**src/hw/rtl/pfb_pkg.sv**
```systemverilog
// Shared constants, types and address helpers for the paged framebuffer.
`timescale 1ns / 1ps
`default_nettype none

package pfb_pkg;

   // Panel geometry
   localparam int PANEL_WIDTH  = 128;
   localparam int PANEL_HEIGHT = 64;
   localparam int PAGE_COUNT   = (PANEL_HEIGHT + 7) / 8;
   localparam int STORE_BYTES  = PAGE_COUNT * PANEL_WIDTH;
   localparam int ADDR_W       = $clog2(STORE_BYTES);

   // Coordinate and error widths
   localparam int COORD_W = 10;
   localparam int ERR_W   = 13;

   // Operation codes
   localparam logic [1:0] OP_CLEAR = 2'd0;
   localparam logic [1:0] OP_SET   = 2'd1;
   localparam logic [1:0] OP_LINE  = 2'd2;
   localparam logic [1:0] OP_READ  = 2'd3;

   typedef logic signed [COORD_W-1:0] coord_type;
   typedef logic signed [ERR_W-1:0]   err_type;
   typedef logic [ADDR_W-1:0]         addr_type;

   // Pixel read-modify-write request issued by the sequencer
   typedef struct packed {
      logic     vld;
      addr_type addr;
      logic [7:0] mask;
      logic     color;
   } pix_req_type;

   // Memory write port
   typedef struct packed {
      logic       en;
      addr_type   addr;
      logic [7:0] data;
   } mem_wr_type;

   // Pixel lies on the panel
   function automatic logic pixel_on_panel(input coord_type x, input coord_type y);
      logic x_ok;
      logic y_ok;
      x_ok = !x[COORD_W-1] && ({1'b0, x[COORD_W-2:0]} < COORD_W'(PANEL_WIDTH));
      y_ok = !y[COORD_W-1] && ({1'b0, y[COORD_W-2:0]} < COORD_W'(PANEL_HEIGHT));
      return x_ok && y_ok;
   endfunction

   // Byte index of an on-panel pixel: page * width + x
   function automatic addr_type pixel_addr(input coord_type x, input coord_type y);
      logic [15:0] idx;
      idx = 16'(y[COORD_W-2:3]) * 16'(PANEL_WIDTH) + 16'(x[COORD_W-2:0]);
      return idx[ADDR_W-1:0];
   endfunction

   // Bit of the pixel within its page byte
   function automatic logic [7:0] pixel_mask(input coord_type y);
      return 8'(1) << y[2:0];
   endfunction

   // Byte index for a read by page and column
   function automatic addr_type byte_addr(input logic [2:0] page, input logic [6:0] col);
      logic [15:0] idx;
      idx = 16'(page) * 16'(PANEL_WIDTH) + 16'(col);
      return idx[ADDR_W-1:0];
   endfunction

   // Read target lies inside the store
   function automatic logic byte_in_store(input logic [2:0] page, input logic [6:0] col);
      return (5'(page) < 5'(PAGE_COUNT)) && (9'(col) < 9'(PANEL_WIDTH));
   endfunction

endpackage

`default_nettype wire

```
**src/hw/rtl/pfb_line_step.sv**
```systemverilog
// Bresenham line stepper: holds the current point and advances one step per cycle while advance is high.
`timescale 1ns / 1ps
`default_nettype none

module pfb_line_step
   import pfb_pkg::*;
(
   input  wire logic      clock,
   input  wire logic      load,
   input  wire logic      advance,
   input  wire coord_type x0,
   input  wire coord_type y0,
   input  wire coord_type x1,
   input  wire coord_type y1,
   output coord_type pt_x,
   output coord_type pt_y,
   output logic      last
);

   coord_type x_ff, x_in;
   coord_type y_ff, y_in;
   coord_type xe_ff, xe_in;
   coord_type ye_ff, ye_in;
   err_type   dx_ff, dx_in;
   err_type   dy_ff, dy_in;
   err_type   err_ff, err_in;
   logic      sx_ff, sx_in;
   logic      sy_ff, sy_in;

   logic signed [COORD_W:0]  diff_x;
   logic signed [COORD_W:0]  diff_y;
   logic signed [COORD_W:0]  abs_x;
   logic signed [COORD_W:0]  abs_y;
   logic signed [ERR_W:0]    e2;
   logic                     step_x;
   logic                     step_y;

   // Setup on load, error update on advance
   always_comb begin
      diff_x = {x1[COORD_W-1], x1} - {x0[COORD_W-1], x0};
      diff_y = {y1[COORD_W-1], y1} - {y0[COORD_W-1], y0};
      abs_x  = diff_x[COORD_W] ? -diff_x : diff_x;
      abs_y  = diff_y[COORD_W] ? -diff_y : diff_y;

      e2     = {err_ff, 1'b0};
      step_x = e2 >= $signed({dy_ff[ERR_W-1], dy_ff});
      step_y = e2 <= $signed({dx_ff[ERR_W-1], dx_ff});

      x_in   = x_ff;
      y_in   = y_ff;
      xe_in  = xe_ff;
      ye_in  = ye_ff;
      dx_in  = dx_ff;
      dy_in  = dy_ff;
      err_in = err_ff;
      sx_in  = sx_ff;
      sy_in  = sy_ff;

      if (load) begin
         x_in   = x0;
         y_in   = y0;
         xe_in  = x1;
         ye_in  = y1;
         dx_in  = ERR_W'(abs_x);
         dy_in  = -ERR_W'(abs_y);
         err_in = ERR_W'(abs_x) - ERR_W'(abs_y);
         sx_in  = x0 < x1;
         sy_in  = y0 < y1;
      end else if (advance) begin
         err_in = err_ff + (step_x ? dy_ff : '0) + (step_y ? dx_ff : '0);
         if (step_x) begin
            x_in = sx_ff ? x_ff + COORD_W'(1) : x_ff - COORD_W'(1);
         end
         if (step_y) begin
            y_in = sy_ff ? y_ff + COORD_W'(1) : y_ff - COORD_W'(1);
         end
      end
   end

   always_ff @(posedge clock) begin
      x_ff   <= x_in;
      y_ff   <= y_in;
      xe_ff  <= xe_in;
      ye_ff  <= ye_in;
      dx_ff  <= dx_in;
      dy_ff  <= dy_in;
      err_ff <= err_in;
      sx_ff  <= sx_in;
      sy_ff  <= sy_in;
   end

   assign pt_x = x_ff;
   assign pt_y = y_ff;
   assign last = (x_ff == xe_ff) && (y_ff == ye_ff);

endmodule

`default_nettype wire

```
**config.mk**
```make
export PLATFORM = sky130hd
export DESIGN_NAME = pfb_line_step
export DESIGN_NICKNAME = d
export VERILOG_FILES = /design/src/hw/rtl/pfb_pkg.sv /design/src/hw/rtl/pfb_line_step.sv
export SDC_FILE = /design/constraint.sdc
export NUM_CORES = 1
export LEC_CHECK = 0
export BUFFER_PORTS_ARGS = -buffer_cell sky130_fd_sc_hd__buf_2
export CORE_MARGIN = 1.5
export CORE_UTILIZATION = 62
export DETAILED_ROUTE_END_ITERATION = 8
export PLACE_DENSITY = 0.93
export SYNTH_ARGS = -nofsm -noshare
export SYNTH_HDL_FRONTEND = slang
export SYNTH_SLANG_ARGS = --single-unit
```
**constraint.sdc**
```tcl
create_clock -name clock -period 6.25 [get_ports clock]
set_clock_uncertainty 0.15 [all_clocks]
set_input_delay 0.3125 -clock clock [delete_from_list [all_inputs] [get_ports clock]]
set_output_delay 0.3125 -clock clock [all_outputs]
set_load 0.01 [all_outputs]
```
After elaboration in Yosys (flattened, before gate mapping)
Cells that the tools add are included.
{ "op_classes": {"n_bitwise": 0, "multipliers": 0, "n_addsub": 12, "n_mux": 14, "shift": 0, "n_reduce_logical": 6, "order_cmp": 4, "n_div": 0, "n_eq_ne": 2} }
{ "op_table": {"columns": ["op", "n"], "rows": [
  ["2-to-1 mux 10 bit", 8],
  ["2-to-1 mux 13 bit", 4],
  ["adder 13 bit", 2],
  ["2-to-1 mux 11 bit", 2],
  ["negation 11 bit", 2],
  ["subtractor 10 x 10 -> 11 bit", 2],
  ["adder 10 x 2 -> 10 bit (second input constant)", 2],
  ["== test 10 bit", 2],
  ["< comparator 10 bit", 2],
  ["subtractor 10 x 2 -> 10 bit (second input constant)", 2],
  [">= comparator 14 x 13 -> 1 bit", 1],
  ["<= comparator 14 x 11 -> 1 bit", 1],
  ["negation 11 -> 13 bit", 1],
  ["subtractor 11 x 11 -> 12 bit", 1],
  ["nonzero test 2 bit", 3],
  ["AND reduction 2 bit", 2],
  ["logical AND 1 bit", 1]
]} }
{ "totals": {"ram_bits": 0, "mem_bits_ro": 0, "output_inout_bits": 21, "ff_bits": 79, "latchBits": 0, "mem_count": 0, "elab_cells": 47, "inputBits": 43} }

Longest topological paths before layout
{ "logic_depth": {"word_depth": 6, "depth_mapped": 23, "mapped_depth_nobuf": 22} }

Worst setup path after synthesis
OpenSTA, ideal clock, no wires.
{ "synth_path": {"kind": "register to register", "from": "reg err_ff[0]", "to": "reg err_ff[11], data pin", "stages_incl_launch_ff": 22, "synth_period_minus_slack_ns": 4.581, "path_slack_ns": 1.669, "setup_ns": 0.255, "path_buffers": 1, "t_required_ns": 5.845, "arrival_time_ns": 4.176, "path_cell_list": "edfxtp_1 -> ha_1 -> nor2b_1 -> o2111a_1 -> o41ai_1 -> a31oi_1 -> a21oi_1 -> clkbuf_1 -> nor2_1 -> fa_1 -> ha_1 -> inv_1 -> fa_1 -> nor2b_1 -> o21ai_0 -> a21boi_0 -> o21ai_0 -> nand2b_1 -> a31o_2 -> a21oi_1 -> mux2i_1 -> and3_1"} }
{ "synth_between": {"elab_chain_len": 6, "elab_cells_between_ends": 8, "classes_between": "2 x add/sub; 2 x order compare; 4 x mux"} }
{ "synth_lines": {"columns": ["item", "line_no", "rtl"], "rows": [
  ["start, declared", "pfb_line_step.sv:26", "err_type err_ff, err_in;"],
  ["start signal, assigned", "pfb_line_step.sv:87", "err_ff <= err_in;"],
  [">= comparator 14 x 13 -> 1 bit", "pfb_line_step.sv:46", "step_x = e2 >= $signed({dy_ff[ERR_W-1], dy_ff});"],
  ["2-to-1 mux 13 bit", "pfb_line_step.sv:70", "err_in = err_ff + (step_x ? dy_ff : '0) + (step_y ? dx_ff : '0);"],
  ["adder 13 bit", "pfb_line_step.sv:70", null],
  ["adder 13 bit (*)", "pfb_line_step.sv:70", null],
  ["2-to-1 mux 13 bit (*)", "pfb_line_step.sv:69", "end else if (advance) begin"],
  ["2-to-1 mux 13 bit (*)", "pfb_line_step.sv:59", "if (load) begin"],
  ["via err_in[11]", "pfb_line_step.sv:26", null]
]} }
Mark *: on every way through the listed nets, which the timed path passes. The rest lies on a longest branch. The select of a mux whose other input is x is not followed.
A chain may end at the register's enable or synchronous reset.

Worst setup path in the final report
{ "layout_path": {"from": "in x1[0]", "to": "reg err_ff[9], data pin"} }
{ "layout_between": {"elab_chain_len": 5} }
{ "layout_lines": {"columns": ["item", "line_no", "rtl"], "rows": [
  ["start, declared", "pfb_line_step.sv:13", "input wire coord_type x1,"],
  ["subtractor 10 x 10 -> 11 bit (*)", "pfb_line_step.sv:40", "diff_x = {x1[COORD_W-1], x1} - {x0[COORD_W-1], x0};"],
  ["negation 11 bit", "pfb_line_step.sv:42", "abs_x = diff_x[COORD_W] ? -diff_x : diff_x;"],
  ["2-to-1 mux 11 bit (*)", "pfb_line_step.sv:42", null],
  ["via abs_x[1]", "pfb_line_step.sv:32", "logic signed [COORD_W:0] abs_x;"],
  ["subtractor 11 x 11 -> 12 bit (*)", "pfb_line_step.sv:66", "err_in = ERR_W'(abs_x) - ERR_W'(abs_y);"],
  ["2-to-1 mux 13 bit (*)", "pfb_line_step.sv:59", null],
  ["via err_in[9]", "pfb_line_step.sv:26", null]
]} }
Mark *: on every way through the listed nets, which the timed path passes. The rest lies on a longest branch.

==> metrics.md <==
| Metric | Value |
|---|---|
| N_diodes | 0 |
| XOR/XNOR Fraction of Synth Area | 12.4% |
| Largest net degree at the start of global routing | 61 |
| First-pass GRT wire length | 28600 µm |
| Worst Path Arrival | about 5300 ps |
| DRC | 4 |
| Core ar. | 11500 µm² |
| Iter 0 DRT Violations | about 410 |
| Yosys top cell by area | edfxtp_1 |
| Cells after synthesis | ~760 |
| Crit Path Max Fanout | 11 |
| Least-Margin Pin Slew | around 760 ps |
| Synth Flop Type | edfxtp_1 |
| Yosys reg bits | 79 |
| WL/cell | 18.1 µm |
| Critical Path RT | 6180 ps |
| Multi-input gate area | between 4000 and 5000 µm² |
| Warnings from Yosys | 0 |
| Final Setup Violations | 0 |
| Clock transition at path regs | roughly 60 ps |
| Final Hold Fails | 0 |
| CTS tree | yes |
| Die footprint | around 13000 µm² |
| FFs w/ async S/R, synth | 0% |
| CP Capture Type | register |
| Syn_area_per_cell | 9.64 µm² |
| RePlAce Congestion | between 0.9 and 1 |
| Total Neg Setup Slack | 0 ps |
| Max incr delay on CP | between 500 and 600 ps |
| PortBufs | 63 |
| Final WL | about 18000 µm |
| Die width | around 110 µm |
| Period utilisation layout | 86.1% |
| Setup crit start kind | primary input |
| Largest family of logic cells by synthesized area | adder cells |
| Critical path, cell by cell | dlygate4sd3_1 -> buf_2 -> inv_1 -> ha_1 -> inv_1 -> fa_1 -> a21o_1 -> a21oi_1 -> o211ai_1 -> nand2_1 -> nand3b_1 -> mux2i_1 -> o21ai_0 -> ha_1 -> nor2b_1 -> o21ai_0 -> a21oi_1 -> o21a_1 -> o21ai_0 -> a21oi_1 -> a21oi_1 -> xor2_1 -> a21oi_1 |
| Final net count | 985 |
| Power per cell area | 496 nW/µm² |
| Mapped cell area | 7360 µm² |
| Antenna violations before repair | 0 |
| CTS HTree Levels | 3 |
| Post-CTS Setup Inserts | 0 |
| Non-Filler Instances | 982 |
| Via count | 5988 |
| Post-Synth Simple-Gate Area | a little over an eighth |
| Crit Path Class | in2reg |
| Hold WC Path Type | in2reg |
| Failing checks | DRC |
| Clock sink count | 79 |
| Clk_lat worst skew | approximately 350 ps |
| Max-cap violations | 0 |
| Run status | finished, violations left |
| Die Span Y | between 100 and 150 µm |
| Max VDD drop | around 0.27 mV |
| CP most frequent cell | a21oi_1 |
| Initial Util | about 64% |
| Largest cells by area after synthesis | edfxtp_1 (32%), ha_1 (15%), xnor2_1 (5.8%) |
| Top cell type's share of synthesized area | 32.2% |
| # fillers | between 700 and 800 |
| Final Critical Period | 5380 ps |
| Global route overflow | 0 |
| CTS Buffer Depth | 2 |
| TritonCTS Buffers | 9 |
| Post-Syn Nets | 914 |
| Max Freq | about 190 MHz |
| Yosys cell types | 75 |
| Lkg Pwr | 3.61 nW |
| Vias in the first global route | 5987 |
| Root buffer cell | clkbuf_16 |
| Tot GR Track Use | 29.3% |
| HPWL Detailed | 13000 µm |
| Avg Vias per Cell | just over 6 |
| Synth Area in Compound Gates | roughly 15% |
| Slew Limit Fails | 0 |
| Multiplexer share of the synthesized area | 1.44% |
| Layout overhead on the synthesized area | 11.1% |
| Register area | 2370 µm² |
| RSZ-0062 raised after global routing | false |
| Slew headroom | between 40 and 50% |
| Cell Rows | 39 |
| Placed Cells | 959 |
| IO Count | 64 |
| Routed Antenna Nets | 0 |
| EDFF count, synth | 79 |
| Post-cts sizing count | 0 |
| Pre-antenna DRT Iters | 7 |
| Sequential area share after synthesis | 32.2% |
| Layout cells sized above 1 | 13.3% |
| Synth Area in Adders | 20.0% |
| # hold bufs at CTS | 7 |
| Slowest stage cell on the critical path | dlygate4sd3_1 |
[synthesized netlist by cell type (all sizes together), types with 2 or more instances]
cell	n
a21boi	7
xnor2	52
or2	2
xor2	44
a2111oi	2
o21ai	50
o21bai	8
ha	89
nand3	15
nor4	7
and2	9
buf	6
nand2	58
o221ai	2
a31oi	5
o31ai	4
mux2	5
or3	2
fa	18
a211oi	3
inv	89
nand3b	2
a31o	2
edfxtp	79
nand2b	8
nand4	10
o22ai	3
o21a	3
mux2i	5
nor3	16
a21o	14
nor2	44
nor4b	3
o41ai	2
and3	3
nor3b	2
nor2b	14
clkbuf	8
a21oi	56
[through the flow]
| stage | setup slack [ps] | hold slack, ps | power [mW] | util [%] | instance area, µm² |
|---|---|---|---|---|---|
| 2_1_floorplan | 1670 | 261 | 2.83 | - | 7360 |
| 4_1_cts | 983 | 1.66 | 4.02 | 70.9 | 8170 |
| 3_3_place_gp | 1350 | 356 | 3.28 | 67.8 | 7810 |
| 3_5_place_dp | 1190 | 361 | 3.40 | 67.8 | 7810 |
| 5_1_grt | 473 | 2.47 | 4.37 | 71.0 | 8180 |
| 6_report | 870 | 8.82 | 4.06 | 71.0 | 8180 |
[kinds of logic (layout without fill, tap and decap cells)]
| family | after synthesis | after routing |
|---|---|---|
| AO/OA/AOI/OAI | 168 | 168 |
| XOR/XNOR | 97 | 97 |
| adder cells (fa/ha/maj) | 107 | 107 |
| buffers and inverters | 104 | 179 |
| flip-flops | 79 | 79 |
| multiplexers | 10 | 10 |
| AND/OR/NAND/NOR | 199 | 199 |
[registers in the layout, summed over array words and instances, names as in the netlist]
| name | cells |
|---|---|
| sx_ff | 1 |
| dx_ff | 11 |
| err_ff | 13 |
| xe_ff | 10 |
| sy_ff | 1 |
| pt_x | 10 |
| dy_ff | 13 |
| ye_ff | 10 |
| pt_y | 10 |
[power breakdown]
group          total (mW)  internal, mW  switching [mW]
clock network       0.537         0.308           0.229
logic                2.55          1.10            1.45
registers           0.970         0.826           0.143
total                4.06          2.23            1.82
[path summary, 6_finish.rpt]
kind / from / to / slack [ps] / cells past startpoint
worst min register to register: pt_x[0] / pt_x[0] / 610 / 1
worst max register to register: dx_ff[10] / err_ff[11] / 910 / 21
worst min-delay path: y1[7] / ye_ff[7] / 9 / 1
worst max-delay path: x1[0] / err_ff[9] / 870 / 23
[critical path, delay by kind of cell]
kind                     cells  cell delay, ps
AND/OR/NAND/NOR              3             300
AO/OA/AOI/OAI               11            2280
adder cells (fa/ha/maj)      3             920
XOR/XNOR                     1             160
buffers and inverters        4             810
multiplexers                 1             510
[cells in the final DEF, fill, tap and decap left out, drive strengths merged, types with 9 or more instances in the layout]
cell / instances
xnor2: 52
a21o: 14
and2: 9
edfxtp: 79
clkbuf: 10
xor2: 44
buf: 66
o21ai: 50
nand4: 10
fa: 18
ha: 89
nand3: 15
nor2b: 14
inv: 90
nor2: 44
a21oi: 56
nor3: 16
nand2: 58
[metal layers]
metal	track usage (%)	routed length, µm	part of all wire (%)	vias to the layer above
li1	-	-	-	2831
met1	35.6	7220	41	2829
met2	49.1	8550	48	260
met3	7.78	1290	7.2	68
met4	13.2	738	4.1	0
met5	0	0	0	-
[area by class of cell]
type | count | share of cell area, %
Multi-Input combinational cell | 581 | 56.0
Tap cell | 143 | 2.19
Clock buffer | 10 | 2.80
Clock inverter | 5 | 0.719
Sequential cell | 79 | 29.0
Timing Repair Buffer | 74 | 5.14
Inverter | 90 | 4.13
Note: power is estimated with default switching activity, not from simulation.
