File: config.mk
export PLATFORM = sky130hd
export DESIGN_NAME = pfb_pixel_rmw
export DESIGN_NICKNAME = d
export VERILOG_FILES = /design/src/hw/rtl/pfb_pkg.sv /design/src/hw/rtl/pfb_pixel_rmw.sv
export SDC_FILE = /design/constraint.sdc
export NUM_CORES = 1
export LEC_CHECK = 0
export ABC_AREA = 1
export BUFFER_PORTS_ARGS = -buffer_cell sky130_fd_sc_hd__buf_2
export CAP_MARGIN = 30
export CORE_MARGIN = 2
export CORE_UTILIZATION = 43
export CTS_BUF_LIST = sky130_fd_sc_hd__clkbuf_16
export DETAILED_ROUTE_END_ITERATION = 12
export GPL_TIMING_DRIVEN = 0
export PLACE_DENSITY = 0.73
export SETUP_SLACK_MARGIN = 0.4
export SLEW_MARGIN = 10
export SYNTH_ARGS = -nofsm -noshare
export SYNTH_HDL_FRONTEND = slang
export SYNTH_SLANG_ARGS = --single-unit
File: constraint.sdc
create_clock -name clock -period 1.4 [get_ports clock]
set_clock_uncertainty 0.2 [all_clocks]
set_input_delay 0.21 -clock clock [delete_from_list [all_inputs] [get_ports clock]]
set_output_delay 0.21 -clock clock [all_outputs]
set_load 0.02 [all_outputs]
File: src/hw/rtl/pfb_pkg.sv
// Shared constants, types and address helpers for the paged framebuffer.
`timescale 1ns / 1ps
`default_nettype none

package pfb_pkg;

   // Panel geometry
   localparam int PANEL_WIDTH  = 128;
   localparam int PANEL_HEIGHT = 64;
   localparam int PAGE_COUNT   = (PANEL_HEIGHT + 7) / 8;
   localparam int STORE_BYTES  = PAGE_COUNT * PANEL_WIDTH;
   localparam int ADDR_W       = $clog2(STORE_BYTES);

   // Coordinate and error widths
   localparam int COORD_W = 10;
   localparam int ERR_W   = 13;

   // Operation codes
   localparam logic [1:0] OP_CLEAR = 2'd0;
   localparam logic [1:0] OP_SET   = 2'd1;
   localparam logic [1:0] OP_LINE  = 2'd2;
   localparam logic [1:0] OP_READ  = 2'd3;

   typedef logic signed [COORD_W-1:0] coord_type;
   typedef logic signed [ERR_W-1:0]   err_type;
   typedef logic [ADDR_W-1:0]         addr_type;

   // Pixel read-modify-write request issued by the sequencer
   typedef struct packed {
      logic     vld;
      addr_type addr;
      logic [7:0] mask;
      logic     color;
   } pix_req_type;

   // Memory write port
   typedef struct packed {
      logic       en;
      addr_type   addr;
      logic [7:0] data;
   } mem_wr_type;

   // Pixel lies on the panel
   function automatic logic pixel_on_panel(input coord_type x, input coord_type y);
      logic x_ok;
      logic y_ok;
      x_ok = !x[COORD_W-1] && ({1'b0, x[COORD_W-2:0]} < COORD_W'(PANEL_WIDTH));
      y_ok = !y[COORD_W-1] && ({1'b0, y[COORD_W-2:0]} < COORD_W'(PANEL_HEIGHT));
      return x_ok && y_ok;
   endfunction

   // Byte index of an on-panel pixel: page * width + x
   function automatic addr_type pixel_addr(input coord_type x, input coord_type y);
      logic [15:0] idx;
      idx = 16'(y[COORD_W-2:3]) * 16'(PANEL_WIDTH) + 16'(x[COORD_W-2:0]);
      return idx[ADDR_W-1:0];
   endfunction

   // Bit of the pixel within its page byte
   function automatic logic [7:0] pixel_mask(input coord_type y);
      return 8'(1) << y[2:0];
   endfunction

   // Byte index for a read by page and column
   function automatic addr_type byte_addr(input logic [2:0] page, input logic [6:0] col);
      logic [15:0] idx;
      idx = 16'(page) * 16'(PANEL_WIDTH) + 16'(col);
      return idx[ADDR_W-1:0];
   endfunction

   // Read target lies inside the store
   function automatic logic byte_in_store(input logic [2:0] page, input logic [6:0] col);
      return (5'(page) < 5'(PAGE_COUNT)) && (9'(col) < 9'(PANEL_WIDTH));
   endfunction

endpackage

`default_nettype wire

File: src/hw/rtl/pfb_pixel_rmw.sv
// Pixel read-modify-write stage with forwarding of the previous write.
`timescale 1ns / 1ps
`default_nettype none

module pfb_pixel_rmw
   import pfb_pkg::*;
(
   input  wire logic        clock,
   input  wire logic        reset,
   input  wire pix_req_type req,
   input  wire logic [7:0]  rd_data,
   output mem_wr_type wr
);

   logic       w_vld_ff, w_vld_in;
   addr_type   w_addr_ff;
   logic [7:0] w_mask_ff;
   logic       w_color_ff;

   logic       hold_vld_ff, hold_vld_in;
   addr_type   hold_addr_ff;
   logic [7:0] hold_data_ff;

   logic [7:0] base;
   logic [7:0] new_byte;

   // Write stage: read data arrives in the cycle after issue
   assign w_vld_in = req.vld;

   always_ff @(posedge clock) begin
      if (reset) begin
         w_vld_ff <= 1'b0;
      end else begin
         w_vld_ff <= w_vld_in;
      end
   end

   always_ff @(posedge clock) begin
      w_addr_ff  <= req.addr;
      w_mask_ff  <= req.mask;
      w_color_ff <= req.color;
   end

   // The write of the previous pixel lands after this byte was read
   always_comb begin
      base = (hold_vld_ff && (hold_addr_ff == w_addr_ff)) ? hold_data_ff : rd_data;
      new_byte = w_color_ff ? (base | w_mask_ff) : (base & ~w_mask_ff);
   end

   // Remember the write of this cycle for the next pixel
   assign hold_vld_in = w_vld_ff;

   always_ff @(posedge clock) begin
      if (reset) begin
         hold_vld_ff <= 1'b0;
      end else begin
         hold_vld_ff <= hold_vld_in;
      end
   end

   always_ff @(posedge clock) begin
      hold_addr_ff <= w_addr_ff;
      hold_data_ff <= new_byte;
   end

   assign wr.en   = w_vld_ff;
   assign wr.addr = w_addr_ff;
   assign wr.data = new_byte;

endmodule

`default_nettype wire

-- Word-level counts from Yosys, hierarchy flattened
Index checks and enable logic that the tools add are counted.
- reduce and logical (&&, ||, !) cells: 1
- bitwise logic cells: 3
- multiplexer cells: 2
- equal/unequal tests: 1
- operators by type and width (cell ; number):
    8-bit two-way mux ; 2
    10-bit equality test ; 1
    8-bit AND ; 1
    8-bit NOT ; 1
    8-bit OR ; 1
    1-bit logical AND ; 1
- bits in registers: 39
- bits of input ports: 30
- word-level logic and storage cells: 14

-- Longest topological paths before layout
Gate-level depths: netlist (run 1).
- depth in word-level cells: 5
- gate-level depth with buffers: 10

-- Least setup slack after synthesis (run 1)
No wires, ideal clock.
- kind: register to output
- start: register w_addr_ff[0]
- end: output wr[0] (netlist name)
- cell stages (with the launch flop): 8
- path slack: -0.300 ns
- arrival time: 1.290 ns
- path through: dfxtp_1 xnor2_2 nand2_2 nor2_8 nand3_4 nand2_1 nand3_1 nand2_1
- RTL lines (what ; RTL line ; RTL):
    from (decl) ; pfb_pixel_rmw.sv:16 ; addr_type w_addr_ff;
    from (signal assigned) ; pfb_pixel_rmw.sv:39 ; w_addr_ff <= req.addr;
    to (decl) ; pfb_pixel_rmw.sv:12 ; output mem_wr_type wr

==> results of run 1 <==
registers in the layout, indices dropped and copies added (netlist names):
name / count
hold_addr_ff: 10
w_addr_ff: 10
hold_data_ff: 8
w_mask_ff: 8
hold_vld_ff: 1
hold_vld_in: 1
w_color_ff: 1
stage by stage:
step	utilization [%]	setup slack, ns	total power, µW	hold WS [ns]	std cells
after floorplan	-	-0.153	1390	0.0377	181
after global placement	56.7	-0.364	1480	0.112	273
after detailed placement	56.7	-0.375	1490	0.114	273
after CTS	76.7	-0.595	2650	0.0685	308
after global routing	81.4	-0.683	2800	0.0864	314
final	81.4	-0.600	2700	0.0563	314
report_power, final:
group / internal [µW] / switching, µW / total (µW)
combinational: 221 / 211 / 432
clock: 643 / 413 / 1060
sequential: 1170 / 39.8 / 1210
worst max-delay path, delay by kind of cell, from the launching register on:
kind                   cells  cell delay (ns)
flip-flops                 1             0.34
buffers and inverters      2             0.16
AND/OR/NAND/NOR            7             0.82
cells by family after synthesis:
kind of cell	count (synthesis)	share of synthesized area (%)
DFF	39	55.7
xor gates and xnor gates	1	1.16
and+or+nand+nor	92	29.7
buffers and inverters	49	13.4
Yosys cell counts:
| master | instances | share of area [%] |
|---|---|---|
| nor2_4 | 1 | 0.80 |
| inv_1 | 44 | 12 |
| xnor2_2 | 1 | 1.2 |
| clkinv_1 | 2 | 0.54 |
| inv_2 | 1 | 0.27 |
| nand2_1 | 61 | 16 |
| buf_4 | 1 | 0.54 |
| nand3_4 | 1 | 1.3 |
| nor2_1 | 6 | 1.6 |
| nor2_2 | 2 | 0.89 |
| buf_1 | 1 | 0.27 |
| or2_0 | 1 | 0.45 |
| nand3_1 | 17 | 6.1 |
| nand2_2 | 2 | 0.89 |
| nor2_8 | 1 | 1.4 |
| dfxtp_1 | 39 | 56 |
layout make-up:
| cell class | instances | area, µm² | share of cell area, % |
|---|---|---|---|
| Sequential cell | 39 | 818 | 32.7 |
| Timing Repair Buffer | 81 | 683 | 27.3 |
| Multi-Input combinational cell | 93 | 621 | 24.8 |
| Inverter | 47 | 176 | 7.04 |
| Clock buffer | 5 | 125 | 4.99 |
| Tap cell | 44 | 55.1 | 2.20 |
| Buffer | 2 | 15.0 | 0.599 |
| Clock inverter | 3 | 12.5 | 0.499 |
per-layer routing:
metal	vias up	track usage, %	share of wire (%)
met5	-	0	0
met4	0	11.5	2.1
met3	9	4.83	3.9
met2	31	33.4	57
met1	627	18.5	37
li1	695	-	-
how the worst min path moves through the flow:
stage / to / slack [ns]
CTS: hold_data_ff[3]$_DFF_P_ / 0.07
finish: hold_data_ff[3]$_DFF_P_ / 0.06
floorplan: w_addr_ff[0]$_DFF_P_ / 0.04
detailed placement: w_addr_ff[5]$_DFF_P_ / 0.11
global placement: w_addr_ff[9]$_DFF_P_ / 0.11
global route: hold_data_ff[3]$_DFF_P_ / 0.09
timing repair:
| item | CTS | global route |
|---|---|---|
| setup endpoints to repair | 27 | 28 |
| pin swaps | 15 | 23 |
| setup buffers | 6 | 6 |
| gates resized for setup | 60 | 33 |
| gates cloned | 0 | 0 |
| endpoints found under the hold margin | 21 | 0 |
| hold buffers | 21 | 0 |
==> metrics list, run 1 <==
- Skew-Pair Late Insertion Delay: approximately 0.27 ns
- Fill cells: 173
* Most common cell after layout, fill and taps aside: inv_1
* Setup ws final: -0.600 ns
- Following the worst setup path forward leads to its endpoint at wr[0].
* CP max stage delay: 0.34 ns
* Total number of nets in the final design: about 300
- Static Leakage: 0.00129 µW
- Fraction of the cycle the final worst path needs: 143%
* Number of rows created at floorplan: 20
* Worst-path fanout max: 8
* Post-synthesis register bit count: 39
- Most used cells in the layout excluding fill and tap cells: inv_1, nand2_1, buf_2
* Clock Root Buffer: clkbuf_16
- The worst register-to-register path begins at w_addr_ff[4]$_DFF_P_.
- Wire length after detailed routing: roughly 3.6 mm
- Worst supply voltage drop on vdd: 0.000993 V
- Aggregate global-route resource usage: 18.4%
- Summed over all layers, the global routing overflow is 0.
- Number of buffers created by CTS: 5
* Wire length of the first global-routing pass: around 4.9 mm
* Remaining number of nets flagged by the antenna check after routing: 0
- By instance count, the cell type seen most on the critical path is nand2_2.
* Number of nets in the synthesized netlist: 211
* Actual slew at the worst max-slew pin: 0.398 ns
- The worst hold path passes through 5 cells.
* Number of unique standard cell types used by synthesis: 16
* Final count of pins violating max slew: 0
- Starting DRT DRC Count: 28
- The via count of the first global-routing pass was 1,260.
* Synthesized area: 1400 µm²
- Wire length per cell after detailed routing: 11.4 µm
- For this design, the sink count on the clock tree is 39.
- In this run the register-to-register setup slack is -0.32 ns.
* Worst Path Required: slightly below 1 ns
- Depth of the worst register-to-register path: 12
- Final count of hold timing violations: 0
- Arrival time reported for the critical path endpoint: 1.59 ns
* Number of antenna violations at the first check in global routing: 0
- The endpoint identified for the worst register-to-register timing path is hold_data_ff[5]$_DFF_P_.
- Across the run, the number of max-cap violations was 0.
- Run status: finished, violations left
* Vias after detailed routing: 1,362
- The floorplan step defined a die boundary enclosing 3730 µm².
- The final reports fail on negative setup slack.
* Clock-pin slew reported for the worst setup and hold paths after clock tree synthesis: 0.06 ns
- Total I/O pin count: between 40 and 50
* Maximum number of pins on one net before global-route repair: 13
* Area added between synthesis and finish: 78.8%
* Final estimated routing congestion in global placement: approximately 0.7
- RSZ-0062 raised after global routing: true
- Kind of start point of the critical path: flip-flop
- The core region is between 3000 and 4000 µm².
- CTS tree: done
* Total number of H-tree levels: 2
* Via density per instance: ~4.3
* CP Launch Point: w_addr_ff[1]$_DFF_P_
- The floorplan step set the die width to ~61 µm.
* Drc violations: 0
* Starting density of the core: 45.5%
- Detailed placement finished with a half-perimeter wire length of between 1.5 and 2 mm.
- STA classifies the critical path endpoint as an output pin.
* Post-synthesis average cell area: between 7 and 8 µm²
* Ratio of total power to cell area: ~1100 nW/µm²
* Clock period minus final worst setup slack: 2.00 ns
- Yosys synthesis warning count: 0
* Layout cell share with drive strength beyond 1: about half
- Pre-antenna DRT Iters: 4
* Maximum frequency from static timing analysis: 0.500 GHz
- Tightest slew margin relative to the limit: 73.4%
- Placed cell areas: 1750 µm²
- Final-layout setup total negative slack: -5.74 ns
- Chip height: 61.1 µm
* Final design instance area without fill: 2510 µm²
- The critical path goes through inv_2 > or2_0 > nand2_2 > nor2_8 > nand3_4 > nand2_1 > nand3_2 > nand2_2 > buf_6.
- No sink is reached through more buffers than the 2 on the longest clock path.
- Worst min-delay path category: primary input to flip-flop
- Critical path class: flip-flop to output pin
- Cell count after synthesis: 181
- Setup violations remaining at the end of the flow were counted as 16.
- The number of antenna diodes in the final layout is 0.
- Crit path max-delay cell type: dfxtp_4
- HP Start: rd_data[3]
* Count of buffers from port buffering: 48
* Proportion of synthesized chip area in sequential cells: 55.7%
(Power assumes the default switching activity.)
==> run 2: changes to the inputs <==
CELL_PAD_IN_SITES_DETAIL_PLACEMENT = 1   (was not set)
CELL_PAD_IN_SITES_GLOBAL_PLACEMENT = 1   (was not set)
CORE_UTILIZATION = 30   (was 43)
PLACE_DENSITY = not set   (was 0.73)
PLACE_DENSITY_LB_ADDON = 0.1   (was not set)
==> run 2 against run 1 <==
Net effect: the flow still finishes with violations (negative setup slack); final cell count up 2.9%; total power about the same; sequential share of layout area decreased by 0.16 points; sequential power is essentially flat; worst hold slack better by 0.031 ns; routed wire length grew 2.1%; register-to-register slack about the same; die area up 40%; non-clock buffer count rose by 1; worst setup slack got worse by 0.0086 ns; critical endpoint is now wr[5]; largest cell class unchanged; largest power group unchanged.
==> metrics list, run 2 (same netlist as run 1, synthesis figures left out) <==
- Area enclosed by the die boundary: 5230 µm²
- The worst-case IR drop observed on VDD is 0.000728 V.
* Wire length after detailed routing: 3.65 mm
- Counting the fill cells in the layout gives 519.
- STA classifies the critical path startpoint as a flip-flop.
- For the pin with the worst max-slew slack, the measured transition is 0.395 ns.
* Failing checks: negative setup slack
* Final estimated routing congestion in global placement: 0.700
- Setup slack on the critical path of the routed design comes to -0.609 ns.
* Aggregate global-route resource usage: 13.9%
- Wire length of the first global-routing pass: about 5.7 mm
* Final count of pins violating max slew: 0
- Total number of nets in the final design: 300
- Of the cells placed in the final design, the portion with a size suffix greater than 1 is 53.9%.
* Skew-Pair Late Insertion Delay: 0.27 ns
- Reg area: 825 µm²
- The initialized floorplan defines 24 standard-cell rows.
* Hold slack final: 0.0873 ns
- Leaving out fill and tap cells, the most frequent cell in the layout is nand2_1.
- After detailed routing, the number of vias per cell comes to approximately 4.2.
* Number of antenna violations at the first check in global routing: 0
- Buffers inserted during clock tree synthesis total 5.
- Critical path class: flip-flop to output pin
- RSZ-0062 raised after global routing: true
* Run status: finished, violations left
* # Max-Cap Violations: 0
- The area growth from synthesis to layout is 81.1%.
* Bufs on Longest Clock Path: 2
- Entering global routing, the biggest net connects 12 pins.
- Data arrives at the worst endpoint at 1.60 ns.
* CTS tree: done
- Setup violation total in the final timing report: 16
- Starting density of the core: roughly a third
- Maximum frequency from static timing analysis: between 0.4 and 0.5 GHz
* Vias after detailed routing: 1,364
* Placeable core area: 4410 µm²
- Of all nets on the critical path, the largest fanout is 8.
- Total number of H-tree levels: 2
- The worst path uses 143% of the clock period.
* Worst min-delay path category: primary input to flip-flop
- Worst Path Required: 0.99 ns
- Prior to clock tree synthesis, the placed netlist has a worst setup slack of -0.415 ns.
- 49 I/O pins were placed.
- The die is approximately 72 µm wide.
- 0 antenna diodes ended up in the layout.
- Dividing total power by cell area gives a power density of 1060 nW/µm².
- Measured along the y axis, the die boundary spans just over 70 µm.
- For this run, the detailed router's first-pass iteration total came to 4.
- The clock net in this run drives a total of 39 sinks.
* Count of buffers from port buffering: 48
- Remaining number of nets flagged by the antenna check after routing: 0
- Number of global-route vias before repair: 1,343
* Overall Power: ~2700 µW
* Starting DRT DRC Count: 50
* Gr ovfl total: 0
- Dpl hpwl: 2.18 mm
- Capturing element type of the critical path: output pin
- Multi-input gate area in the final layout: 613 µm²
- Clock Root Buffer: clkbuf_16
* Tightest slew margin relative to the limit: 73.7%
* Static Leakage: between 0.001 and 0.0015 µW
- After layout, the minimum clock period comes to 2.01 ns.
* Clock-pin slew reported for the worst setup and hold paths after clock tree synthesis: 0.05 ns
* Wire length per cell after detailed routing: 11.3 µm
- Drc violations: 0
* Setup slack, reg-to-reg: -0.32 ns
- Most used cells in the layout excluding fill and tap cells: nand2_1, inv_1, buf_2
- The final hold violation count was 0.
- The largest registers in the layout are hold_addr_ff x10, w_addr_ff x10.
==> run 2: cell count changes in the layout (fill, tap and decap cells not counted), sizes merged <==
cell	delta
clkinv	-1
inv	+1
buf	+1
==> run 2: worst paths after layout <==
kind / end / from / cells past startpoint
worst min register to register: hold_addr_ff[5]$_DFF_P_ / w_addr_ff[5]$_DFF_P_ / 0
worst min-delay path: hold_data_ff[3]$_DFF_P_ / rd_data[3] / 5
worst max register to register: hold_data_ff[0]$_DFF_P_ / w_addr_ff[9]$_DFF_P_ / 11
worst max-delay path: wr[5] / w_addr_ff[9]$_DFF_P_ / 10
==> run 2: layout make-up <==
class	instances	share of cell area (%)
clock buffers	5	4.93
flip-flops and latches	39	32.5
inverters	47	6.95
well taps	52	2.56
plain buffers	2	0.592
clock inverters	3	0.444
multi-input cells	93	24.2
repair buffers	82	27.9
==> run 2: metal layers <==
metal | track usage [%] | wire [µm] | vias to the layer above
li1 | - | - | 699
met1 | 15.6 | 1400 | 627
met2 | 24.7 | 2050 | 34
met3 | 4.03 | 163 | 4
met4 | 5.66 | 36 | 0
met5 | 0 | 0 | -
==> run 2: timing repair <==
action | in CTS | in global routing
endpoints found under the setup margin | 27 | 28
hold buffers | 21 | 0
pin swaps | 18 | 20
resized for setup | 58 | 43
buffers inserted | 5 | 8
hold endpoints to repair | 21 | 0
==> run 2: critical path, cell delays in order, from the launching register on <==
cell     delay (ns)
dfxtp_4        0.36
nor2_2         0.05
nor2_2         0.09
buf_4          0.12
nand3_2        0.08
nor2_4         0.13
buf_12         0.15
nand3_2        0.08
nand3_2        0.07
nand2_2        0.06
buf_6          0.13
==> run 2: where the power goes <==
part	switching, µW	total (µW)	internal (µW)
sequential	40.2	1210	1170
combinational	210	440	230
clock	406	1050	640
==> run 2: per-stage QoR <==
| step | std cells | instance area, µm² | utilization (%) | TNS (ns) |
|---|---|---|---|---|
| after floorplan | 181 | 1450 | - | -1.52 |
| after global placement | 281 | 1760 | 39.8 | -4.14 |
| after detailed placement | 281 | 1760 | 39.8 | -4.42 |
| after CTS | 315 | 2360 | 53.5 | -6.10 |
| after global routing | 323 | 2540 | 57.5 | -7.49 |
| final | 323 | 2540 | 57.5 | -6.11 |
==> run 3: changes to the inputs <==
TNS_END_PERCENT = 20   (was not set)
==> run 3 against run 2 <==
Net effect: the run still ends with negative setup slack left; global-route usage is 0.32 points higher; sequential share of layout area is 0.17 points higher; flip-flop and latch count stayed put; critical path type unchanged; highest routed layer unchanged.
==> metrics list, run 3 (same netlist as run 1, synthesis figures left out) <==
* Run status: finished, violations left
- Failing checks: negative setup slack
- Once layout is complete, the cells apart from fillers number 321.
- The core region is 4410 µm².
- # Max-Cap Violations: 0
- Cells with a size suffix above 1 make up roughly 52% of the layout.
- Registers with the most flip-flops: hold_addr_ff x10, w_addr_ff x10
- Pre-antenna DRT Iters: 4
- Data on the critical path is required at its endpoint by about 1 ns.
- For this block, the routed nets add up to 3.38 mm of wire.
- Once detail routing completed, the nets flagged for antenna violations numbered 0.
- From synthesis to final layout, the design area changed by 77.9%.
- Placed Cells incl. Taps: 281
* Arrival time reported for the critical path endpoint: 1.59 ns
- Total number of nets in the final design: 298
- Wire length of the first global-routing pass: 5.58 mm
- Capturing element type of the critical path: output pin
- Setup ws final: -0.598 ns
* RSZ-0062 raised after global routing: true
* Final estimated routing congestion in global placement: 0.654
* Final count of pins violating max slew: 0
- Number of global-route vias before repair: 1,340
- Critical path class: flip-flop to output pin
- In the layout the commonest cells are nand2_1, inv_1, buf_2.
- Entering global routing, the biggest net connects 14 pins.
- For this configuration, the core starts out at a cell density of 31.7%.
- Setup violations remaining at the end of the flow were counted as 16.
- Total I/O pin count: 49
* Starting DRT DRC Count: 23
- Via density per instance: roughly 4.2
- The startpoint identified for the worst hold timing path is rd_data[3].
- Busiest layer in global routing: met2
- Worst supply voltage drop on vdd: 0.000618 V
- Leaving out fill and tap cells, the most frequent cell in the layout is nand2_1.
* Area enclosed by the die boundary: 5230 µm²
- The final hold violation count was 0.
- OpenSTA, run right after detailed placement, puts the worst setup slack at -0.393 ns.
- For this design, the sink count on the clock tree is 39.
- Dpl hpwl: 2.14 mm
- R2R Path Start: w_addr_ff[1]$_DFF_P_
* Wire length per cell after detailed routing: 10.5 µm
- Clock Root Buffer: clkbuf_16
- Setup slack, reg-to-reg: -0.18 ns
- Summed over all layers, the global routing overflow is 0.
- Along the worst path, the maximum fanout reaches 8.
- TritonCTS built the clock tree.
- Depth of the worst register-to-register path: 11
- Bufs on Longest Clock Path: 2
- Clock period minus final worst setup slack: between 1.5 and 2 ns
- Number of rows created at floorplan: 24
* Number of antenna violations at the first check in global routing: 0
- For hold timing, the worst endpoint is hold_data_ff[3]$_DFF_P_.
- Static timing analysis puts the maximum clock frequency at roughly 0.5 GHz.
* Grt met3 use: 4.31%
- Input and output buffers added on the ports amount to 48.
- In this run the tightest slew margin relative to its limit is 72.9%.
* Actual slew at the worst max-slew pin: 0.406 ns
* Clock-pin slew reported for the worst setup and hold paths after clock tree synthesis: ~0.060 ns
- In this run the worst hold path is classified as primary input to flip-flop.
- Fraction of the cycle the final worst path needs: 143%
- From left edge to right edge, the die measures slightly above 70 µm.
- Aggregate global-route resource usage: 14.3%
- Kind of start point of the critical path: flip-flop
- Clock latency on the worst-skew pair, taken at its later pin, is 0.28 ns.
- Vias after detailed routing: between 1,000 and 1,500
- Drc violations: 0
* Number of buffers created by CTS: 5
* Number of antenna diodes: 0
- Global Route met1 Usage: between 10% and 20%
* Number of instances on the worst hold path: 5
* End of the worst register-to-register path: hold_data_ff[7]$_DFF_P_
* Global Route met2 Usage: 24.0%
- Ratio of total power to cell area: 1090 nW/µm²
- Chip height: 72.3 µm
* Total number of H-tree levels: 2
- Static Leakage: approximately 0.0013 µW
## run 3: cell count changes in the layout (fill, tap and decap cells not counted), sizes merged
cell / delta
buf: -2
clkinvlp: +1
inv: -1
## run 3: what timing repair did
| item | 4_1_cts | 5_1_grt |
|---|---|---|
| buffers inserted | 8 | 3 |
| hold endpoints to repair | 21 | 0 |
| hold buffers | 21 | 0 |
| gates resized for setup | 64 | 38 |
| endpoints found under the setup margin | 27 | 27 |
| pin swaps | 18 | 19 |
## run 3: routing by layer
layer	share of wire, %	vias to the layer above
met5	0	-
met4	2.8	0
met3	4.3	10
met2	49	34
met1	44	598
li1	-	696
## run 3: power breakdown
part	switching [µW]	internal, µW	total [µW]
Sequential	40.1	1180	1220
Clock	433	655	1090
Combinational	199	219	418
## run 3: cell type report
type,count,area [µm²]
fill,523,1920
sequential,39,815
timing repair buffer,80,672
multi-input combinational,93,606
inverter,47,176
clock buffer,5,125
tap,52,65.1
clock inverter,3,20.0
buffer,2,15.0
## run 3: worst max path at each step
stage,cells after the start,endpoint,from
after detailed placement,9,wr[1],w_addr_ff[1]$_DFF_P_
after floorplan,8,wr[0],w_addr_ff[1]$_DFF_P_
after global placement,8,wr[5],w_addr_ff[0]$_DFF_P_
final,11,wr[1],w_addr_ff[3]$_DFF_P_
after CTS,11,wr[0],w_addr_ff[6]$_DFF_P_
after global routing,10,wr[1],hold_addr_ff[9]$_DFF_P_
## run 3: critical path: stages, from the launching register on
cell	delay, ns
dfxtp_2	0.35
inv_1	0.05
nand2_1	0.06
nand2_1	0.06
inv_2	0.06
nand2_4	0.06
nor2_8	0.10
nand3_4	0.18
nand2_2	0.10
nand3_2	0.08
nand2_2	0.09
buf_6	0.12
## run 3: per-stage QoR
step / utilization [%] / instance area (µm²) / hold slack (ns) / setup TNS, ns / total power, µW
floorplan: - / 1440 / 0.0377 / -1.78 / 1400
global placement: 39.5 / 1740 / 0.112 / -3.98 / 1490
detailed placement: 39.5 / 1740 / 0.114 / -4.06 / 1500
CTS: 53.8 / 2380 / 0.0700 / -5.87 / 2750
global route: 56.5 / 2490 / 0.104 / -7.54 / 2870
finish: 56.5 / 2490 / 0.0728 / -5.62 / 2720
